## src/hw/rtl/sipq_pkg.sv

```systemverilog
// Shared types and constants for the sorted insert priority queue.
// No dependencies; imported by the cell and the top level.
package sipq_pkg;

	localparam int SCORE_W = 7;
	localparam int TAG_W   = 16;
	localparam int COUNT_W = 8;
	localparam int STAT_W  = 2;

	localparam logic [SCORE_W-1:0] MAX_SCORE = 7'd100;

	localparam logic [STAT_W-1:0] ST_OK    = 2'd0;
	localparam logic [STAT_W-1:0] ST_FULL  = 2'd1;
	localparam logic [STAT_W-1:0] ST_EMPTY = 2'd2;
	localparam logic [STAT_W-1:0] ST_BAD   = 2'd3;

	localparam logic ACT_INSERT = 1'b0;
	localparam logic ACT_REMOVE = 1'b1;

	// Broadcast from the top level to every cell.
	typedef struct packed {
		logic               ins;
		logic               rem;
		logic [SCORE_W-1:0] key;
		logic [TAG_W-1:0]   tag;
	} sipq_ctl_t;

endpackage

```

## src/hw/rtl/sipq_cell.sv

```systemverilog
// One slot of the sorted chain: holds a score and a tag, shifts with its neighbors.
// Depends on sipq_pkg.
module sipq_cell import sipq_pkg::*; #(
	parameter int TW = 16
) (
	input  logic               clk,
	input  sipq_ctl_t          ctl,
	input  logic               held,
	input  logic               prev_ge,
	input  logic [SCORE_W-1:0] prev_score,
	input  logic [TW-1:0]      prev_tag,
	input  logic [SCORE_W-1:0] next_score,
	input  logic [TW-1:0]      next_tag,
	output logic [SCORE_W-1:0] score_q,
	output logic [TW-1:0]      tag_q,
	output logic               ge
);

	assign ge = held && (score_q >= ctl.key);

	always_ff @(posedge clk) begin
		if (ctl.rem) begin
			// advance toward the head
			score_q <= next_score;
			tag_q   <= next_tag;
		end else if (ctl.ins && (!held || ge)) begin
			// take the lower neighbor if it moves up, else the new entry
			if (prev_ge) begin
				score_q <= prev_score;
				tag_q   <= prev_tag;
			end else begin
				score_q <= ctl.key;
				tag_q   <= ctl.tag[TW-1:0];
			end
		end
	end

endmodule
```

## config.mk

```make
export PLATFORM = sky130hd
export DESIGN_NAME = sipq_cell
export DESIGN_NICKNAME = d
export VERILOG_FILES = /design/src/hw/rtl/sipq_pkg.sv /design/src/hw/rtl/sipq_cell.sv
export SDC_FILE = /design/constraint.sdc
export NUM_CORES = 1
export LEC_CHECK = 0
export BUFFER_PORTS_ARGS = -buffer_cell sky130_fd_sc_hd__buf_2
export CORE_ASPECT_RATIO = 1.25
export CORE_MARGIN = 2
export CORE_UTILIZATION = 42
export CTS_BUF_LIST = sky130_fd_sc_hd__clkbuf_8
export CTS_CLUSTER_SIZE = 14
export DETAILED_ROUTE_END_ITERATION = 10
export PLACE_DENSITY = 0.82
export SYNTH_ARGS = -nofsm -noshare
export SYNTH_HDL_FRONTEND = slang
export SYNTH_SLANG_ARGS = --single-unit
```

## constraint.sdc

```tcl
create_clock -name clk -period 3.35 [get_ports clk]
set_input_delay 0.5025 -clock clk [delete_from_list [all_inputs] [get_ports clk]]
set_output_delay 0.5025 -clock clk [all_outputs]
set_load 0.005 [all_outputs]
```

==> impl_metrics.ini, run 1 <==
[placed_design]
placedCellCount = 254
port-buffer-count = 97
hpwl_um = 2565
gp_congestion = 0.7396

[pwr]
p_sw_mw = 0.1808
p_int_mw = 0.5313
p_total_mw = 0.7121
p_seq_frac = 0.518
power_density_mw_per_mm2 = 373.5
clock_power_share = 0.239
p_leak_nw = 0.9938
swShare = 0.2539
pwr-share-comb = 0.244
peakVddDrop_mv = 0.2695

[synthesis]
postSynthNetCount = 207
netlist_instances = 126
synth_cell_type_count = 19
synth_most_common_cell = nand2_1
ys_seq_elements = 23
syn_area_mm2 = 0.001360
ys_seq_area_frac = 0.5078
synth_ff_type = edfxtp_1
synth_top_area_cell = edfxtp_1
syn-mean-instance-area_um2 = 10.79
synth_warnings = 0
yosysTopAreaCellShare = 0.5078
synth.area.top_cells = edfxtp_1, mux2i_1, o21ai_1
synth-edff-count = 23
synthArstFlopShare = 0
synth_commonest_cells = nand2_1, edfxtp_1, mux2i_1

[clock_tree]
h-tree-depth = 1
post_cts_buffers = 0
cts_made_buffers = 3
ctsResizeCount = 0
cts.clk_slew.worst_paths_ps = 80
root_buffer = clkbuf_8
clock_path_buffers = 2
clk_latency_ps = 260
cts.sinks = 23
hold_buffers = 0
cts_tree = done

[worst_setup_path]
cp.arrival_ps = 1700
crit_path_start_kind = flip-flop
crit_fanout = 2
worstPathCellList = ha_1 > a21o_1 > a31oi_1 > o221a_1 > nor2b_1 > buf_2
crit_path_end_kind = primary output
slowest_stage = edfxtp_1
cpPeakStageDelay_ps = 390
crit_required_ps = 2850
path_class = reg2out

[floorplan]
rows = 23
core_mm2 = 0.003137
die_h_um = 67.62
ios = 98
initial_core_util = 0.4336
die_area_mm2 = 0.003712
fp.dieW_um = 54.90

[global_routing]
grt_max_degree = 35
track_usage = 0.1860
grt_first_pass_wirelength_um = 4919
grt_pass1_vias = 1196
overflow = 0
antenna_found_initial = 0

[sta]
final.min_clock_period_ps = 2200
tightest_slew_ps = 671.3
finalCritPeriodShare = 0.6568
fin_skew_ps = 8.174
setup_viol = 0
relSlewSlack = 0.5525
fmax_ghz = 0.4545
tns_ps = 0
maxSlewViolCount = 0
final_hold_viol_count = 0
rsz0062_at_grt = false
whs_ps = 510.8

[min_path]
hold_class = in2reg

[finish]
diodes = 0
nets = 303
instances_no_fill = 258
layout-drive-gt1-share = 0.4706
syn2layout_area_growth_pct = 40.20

[run_status]
status = complete, no violations

[route]
first_pass_iters = 4
wl_um = 3151
dr_total_vias = 1230
wl_per_cell_um = 12.21
drt_iter0_markers = 8
drc = 0
vias_per_cell = 4.767
ant_nets = 0

[run]
drv_cap = 0
[area by class of cell]
| cell class | instances | area, µm² |
|---|---|---|
| Fill cell | 292 | 1230 |
| Sequential cell | 23 | 690.7 |
| Multi-Input combinational cell | 87 | 593.1 |
| Timing Repair Buffer | 99 | 500.5 |
| Tap cell | 37 | 46.29 |
| Clock buffer | 3 | 41.29 |
| Inverter | 8 | 30.03 |
| Clock inverter | 1 | 5.005 |
[state kept, by name, summed over array words and instances, names as in the netlist]
name / flops
score_q: 7
tag_q: 16
[path summary, 6_finish.rpt]
path                  from  cells past startpoint    endpoint  slack, ps
max             score_q[2]                      6          ge       1150
min          next_score[6]                      3  score_q[6]        510
min reg2reg     score_q[6]                      5  score_q[4]       1350
max reg2reg     score_q[2]                      6    tag_q[4]       1390
[critical path: cells and delay by family, from the launching register on]
kind / cells / cell delay, ps
compound gates: 3 / 570
fa+ha+maj: 1 / 300
buf+inv: 1 / 120
flops: 1 / 390
simple gates: 1 / 50
[kinds of logic (layout without fill, tap and decap cells)]
| kind of cell | after synthesis | after routing | synth area share |
|---|---|---|---|
| adders and majority gates | 7 | 7 | 0.06439 |
| buffers and inverters | 16 | 111 | 0.06072 |
| and+or+nand+nor | 28 | 28 | 0.08281 |
| DFF | 23 | 23 | 0.5078 |
| AOI/OAI and AO/OA | 29 | 29 | 0.1150 |
| muxes | 23 | 23 | 0.1693 |
[metrics by stage]
step,instance area [µm²],setup WS [ps],utilization
2_1_floorplan,1360,484.3,-
3_3_place_gp,1861,1165,0.5931
3_5_place_dp,1861,1132,0.5931
4_1_cts,1907,1131,0.6079
5_1_grt,1907,1027,0.6079
6_report,1907,1150,0.6079
[metal layers]
layer	up-vias	GRT usage	routed length, µm
met4	0	0.1037	52
met1	523	0.2006	1137
met5	-	0	0
met2	64	0.3185	1638
met3	4	0.05088	322
li1	639	-	-
[cells in the final DEF, fill, tap and decap left out]
cell type	instances
o21ai_1	20
nor2_1	1
nand2b_1	1
nor2b_1	1
o21ai_0	3
nand4_1	1
edfxtp_1	23
a21o_1	1
a31oi_1	1
mux2i_1	23
ha_1	7
nand2_1	24
buf_2	97
a21oi_1	2
a31oi_2	1
buf_4	2
clkbuf_8	3
o221a_1	1
clkinv_2	1
inv_1	8
[power groups by stage]
| stage | clock network, mW | registers (mW) | logic [mW] |
|---|---|---|---|
| final | 0.170 | 0.369 | 0.174 |
| after global placement | 0 | 0.375 | 0.172 |
| after CTS | 0.173 | 0.369 | 0.177 |
| after global routing | 0.182 | 0.373 | 0.199 |
| after floorplan | 0 | 0.381 | 0.0805 |
| after detailed placement | 0 | 0.376 | 0.177 |
No activity file was read; power rests on OpenSTA's default activity.
==> run 2: changes to the inputs <==
--- a/config.mk
+++ b/config.mk
@@ -5,10 +5,11 @@
 export SDC_FILE = /design/constraint.sdc
 export NUM_CORES = 1
 export LEC_CHECK = 0
+export ABC_AREA = 1
 export BUFFER_PORTS_ARGS = -buffer_cell sky130_fd_sc_hd__buf_2
 export CORE_ASPECT_RATIO = 1.25
 export CORE_MARGIN = 2
-export CORE_UTILIZATION = 42
+export CORE_UTILIZATION = 43
 export CTS_BUF_LIST = sky130_fd_sc_hd__clkbuf_8
 export CTS_CLUSTER_SIZE = 14
 export DETAILED_ROUTE_END_ITERATION = 10
==> constraint.sdc (replaced) <==
create_clock -name clk -period 2.3 [get_ports clk]
set_input_delay 0.345 -clock clk [delete_from_list [all_inputs] [get_ports clk]]
set_output_delay 0.345 -clock clk [all_outputs]
set_load 0.005 [all_outputs]
==> run 2 against run 1 <==
Sequential share of layout area fell by 1.5 points. Clock power increased by 48%. Critical path depth rose by 2. Design area increased by 4.3%. Critical endpoint unchanged. Register-to-register slack got worse by 860 ps. Critical path type unchanged. Die area increased by 6.6%. Clock-buffer cell count unchanged. Combinational power increased by 53%. Sequential power rose by 43%. Clock skew down 5.2 ps.
==> impl_metrics.ini, run 2 <==
[synthesis]
syn_area_mm2 = 0.001490
synth_cell_type_count = 20
synth_most_common_cell = a21oi_1
synth_top_area_cell = edfxtp_1
postSynthNetCount = 239
synthArstFlopShare = 0
synth_warnings = 0
ys_seq_elements = 23
synth_commonest_cells = a21oi_1, nand2_1, edfxtp_1
ys_seq_area_frac = 0.4635
syn-mean-instance-area_um2 = 9.432
synth.area.top_cells = edfxtp_1, a21oi_1, nand2_1
synth-edff-count = 23
yosysTopAreaCellShare = 0.4635
synth_ff_type = edfxtp_1
netlist_instances = 158

[worst_setup_path]
rrSetupSlack_ps = 530
r2r-start = score_q[2]
cp-startpoint = score_q[2]
r2r-end = tag_q[13]
crit_path_end_kind = primary output
reg2regPathDepth = 10
crit_path_start_kind = flip-flop
cp.arrival_ps = 1560
path_class = reg2out
crit_end = ge
crit_fanout = 2
crit_required_ps = 1960

[clock_tree]
hold_buffers = 0
root_buffer = clkbuf_8
h-tree-depth = 1
cts_made_buffers = 3
post_cts_buffers = 0
cts.sinks = 23
clock_path_buffers = 2
ctsResizeCount = 0
cts_tree = done
cts.clk_slew.worst_paths_ps = 80
clk_latency_ps = 260

[placed_design]
placedCellCount = 286
gp_congestion = 0.7644
hpwl_um = 2804
port-buffer-count = 97

[pwr]
p_leak_nw = 0.9870
peakVddDrop_mv = 0.3352
power_density_mw_per_mm2 = 525.4
pwr-share-comb = 0.255
p_int_mw = 0.7621
clock_power_share = 0.241
p_sw_mw = 0.2831
p_seq_frac = 0.504
swShare = 0.2709

[route]
ant_nets = 0
wl_per_cell_um = 12.52
vias_per_cell = 4.828
first_pass_iters = 4
drt_iter0_markers = 42
dr_total_vias = 1400
drc = 0
wl_um = 3631

[global_routing]
grt_util_met2 = 0.3475
antenna_found_initial = 0
grt_busiest_layer = met2
use_met1 = 0.1957
overflow = 0
grt_max_degree = 29
grt_pass1_vias = 1385
grt.met3_usage = 0.03358
grt_first_pass_wirelength_um = 5837
track_usage = 0.1849

[sta]
fin_skew_ps = 2.983
tns_ps = 0
setup_viol = 0
rsz0062_at_grt = false
finalCritPeriodShare = 0.8300
final_hold_viol_count = 0
tightest_slew_ps = 645.4
whs_ps = 347.9
relSlewSlack = 0.5698
maxSlewViolCount = 0
final.min_clock_period_ps = 1909
fmax_ghz = 0.5238

[run_status]
status = complete, no violations

[finish]
syn2layout_area_growth_pct = 33.50
final_common_cell = buf_2
instances_no_fill = 290
layout-drive-gt1-share = 0.5020
diodes = 0
reg_top3 = tag_q (16), score_q (7)
nets = 335
regMostFlops = tag_q
largest_reg_flops = 16
layout_common_cells = buf_2, a21oi_1, nand2_1, edfxtp_1, nor2_1

[floorplan]
fp.dieW_um = 56.66
initial_core_util = 0.4583
ios = 98
die_h_um = 69.82
rows = 23
core_mm2 = 0.003252
die_area_mm2 = 0.003955

[min_path]
hold_class = in2reg

[run]
drv_cap = 0
==> run 2: worst max-delay path, cell delays in order, from the launching register on <==
cell	delay, ps
edfxtp_1	400
ha_1	320
nand2_1	60
inv_1	50
nand2_1	40
nand2_1	50
nand2_1	60
a21boi_0	180
buf_2	150
==> run 2: power by group through the flow <==
stage	Sequential (mW)	Combinational (mW)	Clock, mW
after floorplan	0.544	0.141	0
after global placement	0.535	0.261	0
after detailed placement	0.537	0.269	0
after CTS	0.528	0.270	0.257
after global routing	0.531	0.302	0.274
final	0.527	0.266	0.252
==> run 2: cell families after synthesis <==
family | count (synthesis) | share of synthesized area
flops | 23 | 0.4635
buf+inv | 22 | 0.1033
fa+ha+maj | 7 | 0.05877
simple gates | 57 | 0.1662
compound gates | 49 | 0.2082
==> run 2: layer usage <==
metal / vias to the layer above / wire length (µm)
li1: 725 / -
met1: 608 / 1378
met2: 59 / 1916
met3: 8 / 256
met4: 0 / 79
met5: - / 0
==> run 2: how the worst min path moves through the flow <==
stage	startpoint	to	slack [ps]	cells after the start
after global routing	next_score[3]	score_q[3]	350	2
after global placement	next_score[3]	score_q[3]	630	2
after floorplan	next_score[1]	score_q[1]	530	1
after CTS	next_score[1]	score_q[1]	340	2
after detailed placement	next_score[1]	score_q[1]	620	2
final	next_score[3]	score_q[3]	350	2
==> run 2: cell type report <==
cell class                 count  area [µm²]
fill                         304        1262
sequential                    23       690.7
multi-input combinational    113       645.6
timing repair buffer          99       500.5
inverter                      14       60.06
tap                           37       46.29
clock buffer                   3       41.29
clock inverter                 1       5.005
==> run 2: through the flow <==
| step | setup slack [ps] | power [mW] | cell area, µm² | utilization |
|---|---|---|---|---|
| after detailed placement | 454.8 | 0.8059 | 1943 | 0.5975 |
| after CTS | 361.6 | 1.055 | 1989 | 0.6118 |
| after global placement | 530.1 | 0.7960 | 1943 | 0.5975 |
| after global routing | 298.7 | 1.107 | 1989 | 0.6118 |
| after floorplan | 402.4 | 0.6853 | 1490 | - |
| final | 391.0 | 1.045 | 1989 | 0.6118 |
